`src/hdl/assert_macros.svh`:
```
// Assertion macros shared by the span generator RTL.
// Each macro expands to one labeled concurrent assertion clocked on the rising edge.
`ifndef ASSERT_MACROS_SVH
`define ASSERT_MACROS_SVH

// Same-cycle implication, disabled while reset is asserted (active low).
`define RGSG_ASSERT_IMPL(LBL, CLK, RSTN, ANTE, CONS) \
  LBL: assert property (@(posedge CLK) disable iff (!RSTN) (ANTE) |-> (CONS)) \
    else $error("rgsg: same-cycle check failed");

// Next-cycle implication, disabled while reset is asserted (active low).
`define RGSG_ASSERT_NEXT(LBL, CLK, RSTN, ANTE, CONS) \
  LBL: assert property (@(posedge CLK) disable iff (!RSTN) (ANTE) |=> (CONS)) \
    else $error("rgsg: next-cycle check failed");

`endif

```
`src/hdl/rgsg_pkg.sv`:
```
// Shared types, constants and arithmetic helpers for the span generator.
// No dependencies; used by every module of the block.
`default_nettype none

package rgsg_pkg;

  localparam int COORD_BITS_DEF  = 16;
  localparam int QUEUE_DEPTH_DEF = 2;

  localparam int ROW_W   = 15;
  localparam int CRD_W   = 16;
  localparam int DIM_W   = 15;
  localparam int RAD_W   = 8;
  localparam int COLOR_W = 24;
  localparam int CHAN_W  = 16;
  localparam int CFG_W   = 24;
  localparam int IDX_W   = 3;
  localparam int LIM_W   = 16;

  // Register indexes of the configuration port.
  typedef enum logic [IDX_W-1:0] {
    REG_ORIGIN_X     = 3'd0,
    REG_ORIGIN_Y     = 3'd1,
    REG_PLATE_WIDTH  = 3'd2,
    REG_PLATE_HEIGHT = 3'd3,
    REG_RADIUS       = 3'd4,
    REG_TOP_COLOR    = 3'd5,
    REG_BOTTOM_COLOR = 3'd6,
    REG_OPACITY      = 3'd7
  } reg_idx_t;

  typedef struct packed {
    logic [CRD_W-1:0]   origin_x;
    logic [CRD_W-1:0]   origin_y;
    logic [DIM_W-1:0]   width;
    logic [DIM_W-1:0]   height;
    logic [RAD_W-1:0]   radius;
    logic [COLOR_W-1:0] top_color;
    logic [COLOR_W-1:0] bottom_color;
    logic [7:0]         opacity;
  } cfg_t;

  // One classified row as it waits between front and back.
  typedef struct packed {
    logic [ROW_W-1:0] row;
    logic             empty;   // no span for this row
    logic             corner;  // row lies in a rounded corner band
    logic [RAD_W-1:0] rad;     // clamped corner radius
    logic [LIM_W-1:0] lim;     // r*r - dy*dy for the inset search
  } entry_t;

  // Result payload; the first member sits in the highest bits, so span_x ends up lowest.
  typedef struct packed {
    logic [CHAN_W-1:0] alpha;
    logic [CHAN_W-1:0] blue;
    logic [CHAN_W-1:0] green;
    logic [CHAN_W-1:0] red;
    logic [DIM_W-1:0]  span_width;
    logic [CRD_W-1:0]  span_y;
    logic [CRD_W-1:0]  span_x;
  } res_t;

  localparam int RES_W = $bits(res_t);

  // Floor of num / 255 for num below 255 * 2^16. The estimate num*257 >> 16 is never
  // high and at most one low, so one compare and increment finishes it.
  function automatic logic [15:0] div255(input logic [23:0] num);
    logic [31:0] scaled;
    logic [15:0] est;
    logic [24:0] rem;
    scaled = {num, 8'b0} + {8'b0, num};
    est    = scaled[31:16];
    rem    = {1'b0, num} - ({1'b0, est, 8'b0} - {9'b0, est});
    if (rem >= 25'd255) begin
      est = est + 16'd1;
    end
    return est;
  endfunction

endpackage

`default_nettype wire

```
`src/hdl/rgsg_front.sv`:
```
// Front end: accepts row words, clamps the corner radius and classifies each row.
// Depends on rgsg_pkg; feeds rgsg_queue.
`default_nettype none

module rgsg_front (
  input  wire rgsg_pkg::cfg_t              cfg,
  input  wire logic                        in_tvalid,
  output logic                             in_tready,
  input  wire logic [rgsg_pkg::ROW_W-1:0]  in_row,
  input  wire logic                        q_full,
  output logic                             push,
  output rgsg_pkg::entry_t                 entry
);

  logic [rgsg_pkg::DIM_W-1:0] half_w;
  logic [rgsg_pkg::DIM_W-1:0] half_h;
  logic [rgsg_pkg::DIM_W-1:0] r_clamp;
  logic [rgsg_pkg::DIM_W-1:0] rc_ext;
  logic [rgsg_pkg::DIM_W-1:0] dy_ext;
  logic [rgsg_pkg::RAD_W-1:0] rc;
  logic [rgsg_pkg::RAD_W-1:0] dy;
  logic [rgsg_pkg::LIM_W-1:0] rsq;
  logic [rgsg_pkg::LIM_W-1:0] dysq;
  logic                       empty;
  logic                       top_band;
  logic                       bot_band;
  logic                       corner;

  assign in_tready = !q_full;
  assign push      = in_tvalid && !q_full;

  always_comb begin
    half_w  = {1'b0, cfg.width[rgsg_pkg::DIM_W-1:1]};
    half_h  = {1'b0, cfg.height[rgsg_pkg::DIM_W-1:1]};
    r_clamp = {7'b0, cfg.radius};
    if (r_clamp > half_w) begin
      r_clamp = half_w;
    end
    if (r_clamp > half_h) begin
      r_clamp = half_h;
    end
    rc     = r_clamp[rgsg_pkg::RAD_W-1:0];
    rc_ext = {7'b0, rc};

    empty    = (cfg.width == '0) || (cfg.height == '0) || (in_row >= cfg.height);
    top_band = in_row < rc_ext;
    bot_band = in_row >= (cfg.height - rc_ext);
    corner   = !empty && (rc != '0) && (top_band || bot_band);

    // Distance from the corner center row, counted toward the plate edge.
    if (top_band) begin
      dy_ext = rc_ext - in_row;
    end else begin
      dy_ext = rc_ext - (cfg.height - 15'd1 - in_row);
    end
    dy   = dy_ext[rgsg_pkg::RAD_W-1:0];
    rsq  = rc * rc;
    dysq = dy * dy;

    entry.row    = in_row;
    entry.empty  = empty;
    entry.corner = corner;
    entry.rad    = rc;
    entry.lim    = corner ? (rsq - dysq) : '0;
  end

endmodule

`default_nettype wire

```
`src/hdl/rgsg_queue.sv`:
```
// Short queue of classified rows between the front end and the back end.
// Depends on rgsg_pkg for the entry type.
`default_nettype none

module rgsg_queue #(
  parameter int DEPTH = rgsg_pkg::QUEUE_DEPTH_DEF
) (
  input  wire logic             clk,
  input  wire logic             rst_n,
  input  wire logic             push,
  input  wire rgsg_pkg::entry_t din,
  output logic                  full,
  input  wire logic             pop,
  output rgsg_pkg::entry_t      dout,
  output logic                  valid
);

  localparam int PTR_W = (DEPTH > 1) ? $clog2(DEPTH) : 1;
  localparam int CNT_W = $clog2(DEPTH + 1);
  localparam logic [PTR_W-1:0] LAST = PTR_W'(DEPTH - 1);

  rgsg_pkg::entry_t   mem_r [DEPTH];
  logic [PTR_W-1:0]   wr_ptr_r, wr_ptr_nxt;
  logic [PTR_W-1:0]   rd_ptr_r, rd_ptr_nxt;
  logic [CNT_W-1:0]   count_r, count_nxt;
  logic               do_push;
  logic               do_pop;

  assign full    = (count_r == CNT_W'(DEPTH));
  assign valid   = (count_r != '0);
  assign dout    = mem_r[rd_ptr_r];
  assign do_push = push && !full;
  assign do_pop  = pop && valid;

  always_comb begin
    wr_ptr_nxt = wr_ptr_r;
    rd_ptr_nxt = rd_ptr_r;
    count_nxt  = count_r;
    if (do_push) begin
      wr_ptr_nxt = (wr_ptr_r == LAST) ? '0 : wr_ptr_r + 1'b1;
    end
    if (do_pop) begin
      rd_ptr_nxt = (rd_ptr_r == LAST) ? '0 : rd_ptr_r + 1'b1;
    end
    if (do_push && !do_pop) begin
      count_nxt = count_r + 1'b1;
    end else if (do_pop && !do_push) begin
      count_nxt = count_r - 1'b1;
    end
  end

  always_ff @(posedge clk) begin
    if (!rst_n) begin
      wr_ptr_r <= '0;
      rd_ptr_r <= '0;
      count_r  <= '0;
    end else begin
      wr_ptr_r <= wr_ptr_nxt;
      rd_ptr_r <= rd_ptr_nxt;
      count_r  <= count_nxt;
    end
  end

  always_ff @(posedge clk) begin
    if (do_push) begin
      mem_r[wr_ptr_r] <= din;
    end
  end

endmodule

`default_nettype wire

```
`src/hdl/rgsg_back.sv`:
```
// Back end: sequencer that finds the corner inset, the gradient position and the
// premultiplied color of one row, around a single shared 8x8 multiplier. Uses rgsg_pkg.
`default_nettype none

module rgsg_back #(
  parameter int COORD_BITS = rgsg_pkg::COORD_BITS_DEF
) (
  input  wire logic             clk,
  input  wire logic             rst_n,
  input  wire rgsg_pkg::cfg_t   cfg,
  input  wire logic             q_valid,
  input  wire rgsg_pkg::entry_t q_entry,
  output logic                  q_pop,
  output logic                  out_tvalid,
  input  wire logic             out_tready,
  output rgsg_pkg::res_t        out_res,
  output logic                  out_empty
);

  localparam int REM_W = rgsg_pkg::ROW_W + 8;

  typedef enum logic [6:0] {
    ST_IDLE   = 7'b0000001,
    ST_SEARCH = 7'b0000010,
    ST_MIXMUL = 7'b0000100,
    ST_MIXDIV = 7'b0001000,
    ST_PMMUL  = 7'b0010000,
    ST_PMDIV  = 7'b0100000,
    ST_DONE   = 7'b1000000
  } st_t;

  st_t                          state_r, state_nxt;
  rgsg_pkg::entry_t             ent_r, ent_nxt;
  logic [2:0]                   bit_r, bit_nxt;
  logic [7:0]                   e_r, e_nxt;
  logic [REM_W-1:0]             rem_r, rem_nxt;
  logic [7:0]                   t_r, t_nxt;
  logic [1:0]                   ch_r, ch_nxt;
  logic [15:0]                  prod_r, prod_nxt;
  logic                         neg_r, neg_nxt;
  logic [7:0]                   c_r, c_nxt;
  logic [15:0]                  red_r, red_nxt;
  logic [15:0]                  green_r, green_nxt;
  logic [15:0]                  blue_r, blue_nxt;
  logic                         out_tvalid_r, out_tvalid_nxt;
  logic                         out_empty_r, out_empty_nxt;
  rgsg_pkg::res_t               out_res_r, out_res_nxt;

  logic [7:0]                   mul_a;
  logic [7:0]                   mul_b;
  logic [15:0]                  mul_p;
  logic [7:0]                   trial;
  logic [REM_W-1:0]             dvs_sh;
  logic [rgsg_pkg::DIM_W-1:0]   dvs;
  logic [7:0]                   top_ch;
  logic [7:0]                   bot_ch;
  logic [7:0]                   absd;
  logic [15:0]                  mix_q;
  logic [15:0]                  pm;
  logic [7:0]                   inset;
  logic [rgsg_pkg::CRD_W-1:0]   xs;
  logic [rgsg_pkg::CRD_W-1:0]   ys;
  logic [rgsg_pkg::CRD_W-1:0]   xw;
  logic [rgsg_pkg::CRD_W-1:0]   yw;

  assign out_tvalid = out_tvalid_r;
  assign out_res    = out_res_r;
  assign out_empty  = out_empty_r;

  // Channel under work: red, then green, then blue.
  always_comb begin
    case (ch_r)
      2'd0: begin
        top_ch = cfg.top_color[23:16];
        bot_ch = cfg.bottom_color[23:16];
      end
      2'd1: begin
        top_ch = cfg.top_color[15:8];
        bot_ch = cfg.bottom_color[15:8];
      end
      default: begin
        top_ch = cfg.top_color[7:0];
        bot_ch = cfg.bottom_color[7:0];
      end
    endcase
    absd = (bot_ch >= top_ch) ? (bot_ch - top_ch) : (top_ch - bot_ch);
  end

  assign trial  = e_r | (8'd1 << bit_r);
  assign dvs    = cfg.height - 15'd1;
  assign dvs_sh = {8'b0, dvs} << bit_r;

  // Shared multiplier operand selection.
  always_comb begin
    case (state_r)
      ST_SEARCH: begin
        mul_a = trial;
        mul_b = trial;
      end
      ST_MIXMUL: begin
        mul_a = absd;
        mul_b = t_r;
      end
      ST_PMMUL: begin
        mul_a = c_r;
        mul_b = cfg.opacity;
      end
      default: begin
        mul_a = '0;
        mul_b = '0;
      end
    endcase
  end
  assign mul_p = mul_a * mul_b;

  assign mix_q = rgsg_pkg::div255({8'b0, prod_r});
  assign pm    = rgsg_pkg::div255({prod_r, 8'b0} + {8'b0, prod_r});

  // Span geometry, wrapped to COORD_BITS signed and widened back to 16 bits.
  always_comb begin
    inset = ent_r.corner ? (ent_r.rad - e_r) : '0;
    xs    = cfg.origin_x + {8'b0, inset};
    ys    = cfg.origin_y + {1'b0, ent_r.row};
    for (int i = 0; i < rgsg_pkg::CRD_W; i++) begin
      xw[i] = (i < COORD_BITS) ? xs[i] : xs[COORD_BITS-1];
      yw[i] = (i < COORD_BITS) ? ys[i] : ys[COORD_BITS-1];
    end
  end

  always_comb begin
    state_nxt      = state_r;
    ent_nxt        = ent_r;
    bit_nxt        = bit_r;
    e_nxt          = e_r;
    rem_nxt        = rem_r;
    t_nxt          = t_r;
    ch_nxt         = ch_r;
    prod_nxt       = prod_r;
    neg_nxt        = neg_r;
    c_nxt          = c_r;
    red_nxt        = red_r;
    green_nxt      = green_r;
    blue_nxt       = blue_r;
    out_res_nxt    = out_res_r;
    out_empty_nxt  = out_empty_r;
    out_tvalid_nxt = out_tvalid_r && !out_tready;
    q_pop          = 1'b0;

    case (state_r)
      ST_IDLE: begin
        if (q_valid) begin
          q_pop     = 1'b1;
          ent_nxt   = q_entry;
          bit_nxt   = 3'd7;
          e_nxt     = '0;
          t_nxt     = '0;
          ch_nxt    = '0;
          rem_nxt   = {q_entry.row, 8'b0} - {8'b0, q_entry.row};
          state_nxt = q_entry.empty ? ST_DONE : ST_SEARCH;
        end
      end

      // One quotient bit of row*255/(h-1) and one bit of the inset root per cycle.
      ST_SEARCH: begin
        if (mul_p <= ent_r.lim) begin
          e_nxt = trial;
        end
        if (rem_r >= dvs_sh) begin
          rem_nxt = rem_r - dvs_sh;
          t_nxt   = t_r | (8'd1 << bit_r);
        end
        bit_nxt = bit_r - 3'd1;
        if (bit_r == 3'd0) begin
          // A single-row plate takes the top color.
          if (cfg.height == 15'd1) begin
            t_nxt = '0;
          end
          state_nxt = ST_MIXMUL;
        end
      end

      ST_MIXMUL: begin
        prod_nxt  = mul_p;
        neg_nxt   = bot_ch < top_ch;
        state_nxt = ST_MIXDIV;
      end

      // Quotient truncates toward zero, so the mix stays between both ends.
      ST_MIXDIV: begin
        c_nxt     = neg_r ? (top_ch - mix_q[7:0]) : (top_ch + mix_q[7:0]);
        state_nxt = ST_PMMUL;
      end

      ST_PMMUL: begin
        prod_nxt  = mul_p;
        state_nxt = ST_PMDIV;
      end

      ST_PMDIV: begin
        case (ch_r)
          2'd0:    red_nxt   = pm;
          2'd1:    green_nxt = pm;
          default: blue_nxt  = pm;
        endcase
        if (ch_r == 2'd2) begin
          state_nxt = ST_DONE;
        end else begin
          ch_nxt    = ch_r + 2'd1;
          state_nxt = ST_MIXMUL;
        end
      end

      ST_DONE: begin
        if (!out_tvalid_r || out_tready) begin
          out_tvalid_nxt = 1'b1;
          out_empty_nxt  = ent_r.empty;
          if (ent_r.empty) begin
            out_res_nxt = '0;
          end else begin
            out_res_nxt.span_x     = xw;
            out_res_nxt.span_y     = yw;
            out_res_nxt.span_width = cfg.width - {6'b0, inset, 1'b0};
            out_res_nxt.red        = red_r;
            out_res_nxt.green      = green_r;
            out_res_nxt.blue       = blue_r;
            out_res_nxt.alpha      = {cfg.opacity, cfg.opacity};
          end
          state_nxt = ST_IDLE;
        end
      end

      default: begin
        state_nxt = ST_IDLE;
      end
    endcase
  end

  always_ff @(posedge clk) begin
    if (!rst_n) begin
      state_r      <= ST_IDLE;
      out_tvalid_r <= 1'b0;
    end else begin
      state_r      <= state_nxt;
      out_tvalid_r <= out_tvalid_nxt;
    end
  end

  always_ff @(posedge clk) begin
    ent_r       <= ent_nxt;
    bit_r       <= bit_nxt;
    e_r         <= e_nxt;
    rem_r       <= rem_nxt;
    t_r         <= t_nxt;
    ch_r        <= ch_nxt;
    prod_r      <= prod_nxt;
    neg_r       <= neg_nxt;
    c_r         <= c_nxt;
    red_r       <= red_nxt;
    green_r     <= green_nxt;
    blue_r      <= blue_nxt;
    out_res_r   <= out_res_nxt;
    out_empty_r <= out_empty_nxt;
  end

endmodule

`default_nettype wire

```
`src/hdl/rounded_gradient_span_generator.sv`:
```
// Top level of the rounded-plate span generator: configuration registers,
// front end, row queue and back-end sequencer. Uses rgsg_pkg and assert_macros.svh.
//
// Usage. Program the plate through the cfg_ write port (one register per
// write, applied at the clock edge where cfg_we is high) while the block is
// idle. Then send row indices on the in_ stream; each accepted word yields
// exactly one word on the out_ stream, in order. out_tuser is high when the
// row is outside the plate or the plate is empty; all tdata bits are then 0.
// The back end takes one row at a time and fetches the next only after its
// result has gone to the output register. For a row with a span it runs an
// 8-step search (inset root and gradient quotient side by side) and then four
// steps per color channel around one shared 8x8 multiplier; an empty row skips
// these steps and goes straight to the result.
// A default two-entry queue lets the front end take new rows while the back end
// works, and the output register keeps the back end going while a result
// waits. When the receiver holds out_tready low, the result holds, the back
// end parks on its next result, and in_tready drops once the queue is full.
// Reset (rst_n low at a clock edge) empties the queue and the output, and returns
// the configuration registers to zero except the opacity, which resets to 255.
`default_nettype none
`include "assert_macros.svh"

module rounded_gradient_span_generator #(
  parameter int COORD_BITS  = rgsg_pkg::COORD_BITS_DEF,
  parameter int QUEUE_DEPTH = rgsg_pkg::QUEUE_DEPTH_DEF
) (
  input  wire logic                        clk,
  input  wire logic                        rst_n,
  // Configuration write port.
  input  wire logic                        cfg_we,
  input  wire logic [rgsg_pkg::IDX_W-1:0]  cfg_index,
  input  wire logic [rgsg_pkg::CFG_W-1:0]  cfg_wdata,
  // Input stream.
  input  wire logic                        in_tvalid,
  output logic                             in_tready,
  input  wire logic [15:0]                 in_tdata,   // [14:0] row, [15] zero
  // Result stream.
  output logic                             out_tvalid,
  input  wire logic                        out_tready,
  // [15:0] span_x, [31:16] span_y, [46:32] span_width, [62:47] red,
  // [78:63] green, [94:79] blue, [110:95] alpha, [111] zero
  output logic [111:0]                     out_tdata,
  output logic [0:0]                       out_tuser   // [0] empty_res
);

  rgsg_pkg::cfg_t   cfg_r, cfg_nxt;
  rgsg_pkg::entry_t f_entry;
  rgsg_pkg::entry_t q_entry;
  rgsg_pkg::res_t   b_res;
  logic             f_push;
  logic             q_full;
  logic             q_valid;
  logic             q_pop;
  logic             b_empty;

  // Register writes; an index outside the list cannot occur with eight registers.
  always_comb begin
    cfg_nxt = cfg_r;
    if (cfg_we) begin
      case (rgsg_pkg::reg_idx_t'(cfg_index))
        rgsg_pkg::REG_ORIGIN_X:     cfg_nxt.origin_x     = cfg_wdata[15:0];
        rgsg_pkg::REG_ORIGIN_Y:     cfg_nxt.origin_y     = cfg_wdata[15:0];
        rgsg_pkg::REG_PLATE_WIDTH:  cfg_nxt.width        = cfg_wdata[14:0];
        rgsg_pkg::REG_PLATE_HEIGHT: cfg_nxt.height       = cfg_wdata[14:0];
        rgsg_pkg::REG_RADIUS:       cfg_nxt.radius       = cfg_wdata[7:0];
        rgsg_pkg::REG_TOP_COLOR:    cfg_nxt.top_color    = cfg_wdata[23:0];
        rgsg_pkg::REG_BOTTOM_COLOR: cfg_nxt.bottom_color = cfg_wdata[23:0];
        rgsg_pkg::REG_OPACITY:      cfg_nxt.opacity      = cfg_wdata[7:0];
        default:                    cfg_nxt              = cfg_r;
      endcase
    end
  end

  always_ff @(posedge clk) begin
    if (!rst_n) begin
      cfg_r <= '{origin_x: '0, origin_y: '0, width: '0, height: '0, radius: '0,
                 top_color: '0, bottom_color: '0, opacity: 8'hff};
    end else begin
      cfg_r <= cfg_nxt;
    end
  end

  rgsg_front u_front (
    .cfg       (cfg_r),
    .in_tvalid (in_tvalid),
    .in_tready (in_tready),
    .in_row    (in_tdata[14:0]),
    .q_full    (q_full),
    .push      (f_push),
    .entry     (f_entry)
  );

  rgsg_queue #(
    .DEPTH (QUEUE_DEPTH)
  ) u_queue (
    .clk   (clk),
    .rst_n (rst_n),
    .push  (f_push),
    .din   (f_entry),
    .full  (q_full),
    .pop   (q_pop),
    .dout  (q_entry),
    .valid (q_valid)
  );

  rgsg_back #(
    .COORD_BITS (COORD_BITS)
  ) u_back (
    .clk        (clk),
    .rst_n      (rst_n),
    .cfg        (cfg_r),
    .q_valid    (q_valid),
    .q_entry    (q_entry),
    .q_pop      (q_pop),
    .out_tvalid (out_tvalid),
    .out_tready (out_tready),
    .out_res    (b_res),
    .out_empty  (b_empty)
  );

  assign out_tdata = {1'b0, b_res};
  assign out_tuser = b_empty;

  // A full queue must stall the input side, or a row would be dropped.
  `RGSG_ASSERT_IMPL(a_full_stalls_input, clk, rst_n, q_full, !in_tready)
  // An empty-span word carries no geometry and no color.
  `RGSG_ASSERT_IMPL(a_empty_is_zero, clk, rst_n, out_tvalid && out_tuser[0], out_tdata == '0)
  // A span never reaches past the plate's width.
  `RGSG_ASSERT_IMPL(a_span_in_plate, clk, rst_n, out_tvalid && !out_tuser[0], out_tdata[46:32] <= cfg_r.width)
  // The back end only pops when it has something to pop.
  `RGSG_ASSERT_IMPL(a_pop_has_data, clk, rst_n, q_pop, q_valid)

endmodule

`default_nettype wire
```
`config.mk`:
```
export PLATFORM = sky130hd
export DESIGN_NAME = rounded_gradient_span_generator
export DESIGN_NICKNAME = d
export VERILOG_FILES = /design/src/hdl/rgsg_pkg.sv /design/src/hdl/rgsg_front.sv /design/src/hdl/rgsg_queue.sv /design/src/hdl/rgsg_back.sv /design/src/hdl/rounded_gradient_span_generator.sv
export VERILOG_INCLUDE_DIRS = /design/src /design/src/hdl
export SDC_FILE = /design/constraint.sdc
export NUM_CORES = 2
export LEC_CHECK = 0
export BUFFER_PORTS_ARGS = -buffer_cell sky130_fd_sc_hd__buf_4
export CAP_MARGIN = 5
export CORE_ASPECT_RATIO = 0.9
export CORE_MARGIN = 2
export CORE_UTILIZATION = 25
export DETAILED_ROUTE_END_ITERATION = 16
export SETUP_SLACK_MARGIN = 0.5
export SYNTH_ARGS = -nofsm -noshare
export SYNTH_HDL_FRONTEND = slang
export SYNTH_HIERARCHICAL = 1
export SYNTH_SLANG_ARGS = --single-unit
export TNS_END_PERCENT = 20
```
`constraint.sdc`:
```
create_clock -name clk -period 10.5 [get_ports clk]
set_input_delay 0.525 -clock clk [delete_from_list [all_inputs] [get_ports clk]]
set_output_delay 0.525 -clock clk [all_outputs]
set_load 0.02 [all_outputs]
```
Word level (Yosys, flattened, before mapping)

Memory sizes are Yosys's and may differ from the RTL's. A register that Yosys moved wholly into a read port is not among the register bits.
Cells that the tools add are included.
W data, S select, Z words.

Flip-flop bits (word level): 408
RAM bits: 82
Bits of input ports: 48
Output and inout bits: 115
Memories: 1

Memory list:

| name          | words | width | rd ports | clocked after Yosys merged registers in | write ports | line             | RTL |
|---|---|---|---|---|---|---|---|
| u_queue.mem_r | 2     | 41    | 1        | 1                                       | 1           | rgsg_queue.sv:22 | `rgsg_pkg::entry_t mem_r [DEPTH];` |

Add/subtract/negate cells: 31
$mul: 3
Order comparisons: 11
Eq/ne operators: 24
Shift-type cells: 2
Muxes and demuxes: 46
Bitwise operators: 3
Reductions and logical operators: 48

Operators with widths:

| cell                  | count |
|---|---|
| $mux W8               | 11 |
| $pmux W8 S2           | 4 |
| $sub A8 B8 Y8         | 7 |
| $ge A25 B8 Y1 const B | 2 |
| $pmux W7 S7           | 1 |
| $mul A8 B8 Y16        | 3 |
| $pmux W8 S3           | 2 |
| $mux W23              | 2 |
| $pmux W23 S2          | 1 |
| $mux W7               | 5 |
| $add A32 B24 Y32      | 1 |
| $mux W16              | 2 |
| $ge A15 B15 Y1        | 2 |
| $logic_not A15 Y1     | 2 |
| $reduce_and A2 Y1     | 14 |
| $add A24 B16 Y25      | 1 |
| $sub A16 B25 Y25      | 1 |
| $sub A24 B16 Y25      | 1 |
| $sub A24 B25 Y25      | 1 |
| $add A24 B16 Y24      | 1 |
| $ge A23 B23 Y1        | 1 |
| $shl A15 B3 Y23       | 1 |
| $sub A23 B15 Y23      | 1 |
| $sub A23 B23 Y23      | 1 |
| 53 further kinds      | 100 |

Longest topological paths before layout

Depth in word-level cells: 9
Depth in mapped cells: 51
Mapped depth without buffers: 48

Modules after synthesis

Netlist, hierarchy kept.

Modules (own cells, without submodules):

| module                          | instances | cells each | area each (µm²) | seq. area each (µm²) |
|---|---|---|---|---|
| rgsg_back                       | 1         | 2365       | 22460.3         | 8027.7 |
| rgsg_front                      | 1         | 810        | 6726.5          | 0.0 |
| rounded_gradient_span_generator | 1         | 453        | 4659.5          | 2522.4 |
| rgsg_queue                      | 1         | 153        | 3185.6          | 2562.5 |

Least setup slack after synthesis

No wires, ideal clock.

Path kind: reg2reg
Start: register cfg_r[85] in the netlist's numbering
End: memory u_queue/mem_r[0][15] in the netlist's numbering (data pin)
Data arrival time: 10932 ps
Data required time: 10221 ps
Setup slack: -710 ps
Cell stages (with the launch flop): 47
Cells stage by stage: dfxtp_1 -> inv_1 -> ha_1 -> nand4_1 -> o21bai_4 -> a311oi_4 -> mux2_2 -> ha_1 -> a21o_1 -> nand3_1 -> a21oi_1 -> a211oi_1 -> a21o_1 -> buf_2 -> mux2i_1 -> inv_1 -> ha_1 -> and4_1 -> (+11 left out) -> inv_1 -> fa_1 -> inv_1 -> fa_1 -> fa_1 -> inv_1 -> ha_1 -> nand2_1 -> o211ai_1 -> a21oi_1 -> o21ai_0 -> and4_1 -> nor2_1 -> a211o_1 -> o21bai_1 -> a21oi_1 -> xnor3_1 -> nor2_1

RTL lines:

| item                     | line                                  | RTL |
|---|---|---|
| start: declaration       | rounded_gradient_span_generator.sv:46 | `rgsg_pkg::cfg_t cfg_r, cfg_nxt;` |
| start signal: assignment | rounded_gradient_span_generator.sv:76 | `cfg_r <= '{origin_x: '0, origin_y: '0, width: '0, height: '0, radius: '0,` |
| start signal: assignment | rounded_gradient_span_generator.sv:79 | `cfg_r <= cfg_nxt;` |
| end: declaration         | rgsg_queue.sv:22                      |  |

==> impl_metrics.sql <==
INSERT INTO impl_metrics (metric_group, metric, value, unit) VALUES
('outcome', 'status', 'complete, no violations', ''),
('floorplan', 'ios', '163', ''),
('synthesis', 'synthMostInstantiatedCell', 'sky130_fd_sc_hd__inv_1', ''),
('routing', 'drt_pass1_iterations', '6', ''),
('setup_path', 'crit_arrival', '10660', 'ps'),
('floorplan', 'fp.coreArea', '146600', 'um2'),
('clock_tree', 'clock_tree_buf_depth', '3', ''),
('power_and_ir_drop', 'seq_power_share', '17.2', '%'),
('clock_tree', 'tritoncts', 'built', ''),
('synthesis', 'post-synth-top-area-cell', 'sky130_fd_sc_hd__edfxtp_1', ''),
('sta', 'finalMaxSlewViolations', '0', ''),
('floorplan', 'chipHeight', '369.1', 'um'),
('sta', 'clock.fmax', '96.49', 'MHz'),
('floorplan', 'die_width', '409.7', 'um'),
('place', 'place_congestion', '0.9108', ''),
('hold_path', 'hp-class', 'in -> reg', ''),
('cells_and_area', 'drive_gt1_share', '17.25', '%'),
('sta', 'final_period_minus_worst_setup_slack', '10360', 'ps'),
('synthesis', 'synth.top_cells.by_area', 'sky130_fd_sc_hd__edfxtp_1, sky130_fd_sc_hd__ha_1, sky130_fd_sc_hd__fa_1', ''),
('power_and_ir_drop', 'static-leakage-power', '0.01906', 'uW'),
('synthesis', 'ys_seq_elements', '483', ''),
('cells_and_area', 'multi_input_logic_area', '22560', 'um2'),
('setup_path', 'criticalPathCategory', 'reg -> reg', ''),
('cells_and_area', 'fill_cells', '15070', ''),
('clock_tree', 'cts_num_sinks', '483', ''),
('power_and_ir_drop', 'power.clock.fraction', '12.0', '%'),
('sta', 'rsz0062_at_grt', 'yes', ''),
('global_routing', 'first_global_vias', '28170', ''),
('global_routing', 'maximum_number_of_pins_on_one_net_before_global_route_repair', '98', ''),
('synthesis', 'yosysTopAreaCellShare', '27.89', '%'),
('setup_path', 'maximum_fanout_count_along_the_critical_path', '6', ''),
('floorplan', 'initial_utilization', '25.26', '%'),
('power_and_ir_drop', 'share_comb_of_total_power', '70.8', '%'),
('routing', 'finalWirelength', '103.4', 'mm'),
('place', 'placedCellCount', '5903', ''),
('setup_path', 'required', '10800', 'ps'),
('power_and_ir_drop', 'internal-power', '8164', 'uW'),
('routing', 'wl_per_cell', '17.02', 'um'),
('sta', 'setup_total_neg_slack', '0', 'ps'),
('sta', 'finalHoldViolCount', '0', ''),
('synthesis', 'synth_top_flop_cell', 'sky130_fd_sc_hd__edfxtp_1', ''),
('setup_path', 'worstSetupEndpointType', 'flop', ''),
('place', 'dpl_worst_slack', '-125.9', 'ps'),
('sta', 'timing.max_slew.rel_slack', '20.27', '%'),
('sta', 'period_share', '98.70', '%'),
('global_routing', 'grt.overflow.total', '0', ''),
('power_and_ir_drop', 'sw_frac_of_total', '44.20', '%'),
('synthesis', 'synth-warning-count', '6', ''),
('synthesis', 'syn-instance-count', '3781', ''),
('global_routing', 'initial_antenna_violation_count', '2', ''),
('synthesis', 'postSynthAreaPerCell', '9.794', 'um2'),
('synthesis', 'synthDistinctLibCells', '110', ''),
('routing', 'drc_errors', '0', ''),
('sta', 'finalClockSkew', '31.90', 'ps'),
('power_and_ir_drop', 'power.ir.vdd_worst', '1.453', 'mV'),
('clock_tree', 'cts_inserted_buffers', '51', ''),
('cells_and_area', 'nets', '4630', ''),
('sta', 'final.setup.worst_slack', '136.0', 'ps'),
('synthesis', 'synth.cells.most_frequent', 'sky130_fd_sc_hd__inv_1, sky130_fd_sc_hd__ha_1, sky130_fd_sc_hd__edfxtp_1', ''),
('global_routing', 'grt_use_total', '13.34', '%'),
('cells_and_area', 'utilization', '30.14', '%'),
('synthesis', 'count_of_flip_flops_with_a_built_in_enable_after_synthesis', '344', ''),
('setup_path', 'critical-path-max-stage-delay', '560', 'ps'),
('synthesis', 'async_flop_share', '0', '%'),
('sta', 'setup_violations_final', '0', ''),
('sta', 'worst-slew-pin-transition', '1196', 'ps'),
('clock_tree', 'clk_latency', '610', 'ps'),
('routing', 'detail_route.vias_per_cell', '4.716', ''),
('cells_and_area', 'finalNonFillerCells', '6075', ''),
('place', 'detailedPlacementHpwl', '79.73', 'mm'),
('place', 'io_buffers', '160', '');
## final cells by class
cell class / instances / area share (%)
Antenna cell: 2 / 0.01133
Clock buffer: 64 / 3.137
Clock inverter: 32 / 0.5663
Inverter: 439 / 3.740
Multi-Input combinational cell: 2741 / 51.06
Sequential cell: 483 / 29.69
Tap cell: 1957 / 5.541
Timing Repair Buffer: 357 / 6.257
## sequential cells by signal, indices dropped and copies added (netlist names), 2 cells and up, named ones only
name / flops
cfg_r: 126
u_back/bit_r: 3
u_back/blue_r: 16
u_back/c_r: 8
u_back/ch_r: 2
u_back/e_r: 8
u_back/ent_r: 41
u_back/green_r: 16
u_back/out_res: 103
u_back/prod_r: 16
u_back/red_r: 16
u_back/rem_r: 23
u_back/state_r: 7
u_back/t_r: 8
u_queue/count_r: 2
u_queue/mem_r: 82
## power by group through the flow
stage | logic (uW) | registers, uW | clock network, uW
final | 10400 | 2510 | 1760
after global placement | 9000 | 2550 | 0
after global routing | 11800 | 2540 | 1870
after detailed placement | 9010 | 2550 | 0
after floorplan | 7120 | 2550 | 0
after CTS | 10100 | 2510 | 1800
## cells in the final DEF, fill, tap and decap left out, types with 119 or more instances in the layout
cell,instances
sky130_fd_sc_hd__xnor2_1,161
sky130_fd_sc_hd__o21ai_0,119
sky130_fd_sc_hd__nor2_1,275
sky130_fd_sc_hd__fa_1,134
sky130_fd_sc_hd__mux2i_1,151
sky130_fd_sc_hd__nand2_1,306
sky130_fd_sc_hd__edfxtp_1,344
sky130_fd_sc_hd__ha_1,338
sky130_fd_sc_hd__dfxtp_1,133
sky130_fd_sc_hd__a21oi_1,157
sky130_fd_sc_hd__buf_4,340
sky130_fd_sc_hd__inv_1,413
## timing repair
action / in CTS / in global routing
pin swaps: 68 / 54
gates resized for setup: 52 / 71
gates cloned: 1 / 0
setup endpoints to repair: 20 / 24
buffers inserted: 45 / 28
## critical path, delay by kind of cell (launching register included)
| kind | cells | cell delay (ps) |
|---|---|---|
| xor gates and xnor gates | 1 | 210 |
| and+or+nand+nor | 11 | 1590 |
| DFF | 1 | 340 |
| AOI/OAI and AO/OA | 14 | 2820 |
| adders and majority gates | 10 | 3980 |
| buffers and inverters | 8 | 810 |
| muxes | 1 | 330 |
## final timing paths
check	start	to	slack, ps	cells after the start
setup / recovery	cfg_r[82]	u_queue/mem_r[1][15]	140	45
hold / removal	in_tdata[12]	u_queue/mem_r[1][38]	150	1
setup reg to reg	cfg_r[82]	u_queue/mem_r[1][15]	140	45
hold reg to reg	cfg_r[10]	cfg_r[10]	450	2
## per-stage QoR
| stage | total power (uW) | area [um2] | hold WS (ps) |
|---|---|---|---|
| after detailed placement | 11570 | 41360 | 446.2 |
| after global routing | 16160 | 44190 | 133.2 |
| final | 14630 | 44190 | 151.1 |
| after floorplan | 9666 | 37360 | 433.2 |
| after CTS | 14440 | 43620 | 115.3 |
| after global placement | 11550 | 41360 | 444.1 |
## cell families (layout without fill, tap and decap cells)
logic type	after synthesis	after routing	synth area share, %
AOI/OAI and AO/OA	681	681	12.35
xor gates and xnor gates	226	226	5.382
adders and majority gates	512	512	20.16
buffers and inverters	563	892	6.139
DFF	483	483	35.41
muxes	213	213	6.014
other	3	10	0.03041
and+or+nand+nor	1100	1101	14.51
## layer usage
layer	vias to the layer above	share of wire (%)	GRT usage, %
met3	125	6.0	2.011
met2	761	44	21.18
li1	13760	-	-
met1	14010	48	19.13
met5	-	0.0097	0
met4	2	1.8	2.658
No activity file was read; power rests on OpenSTA's default activity.
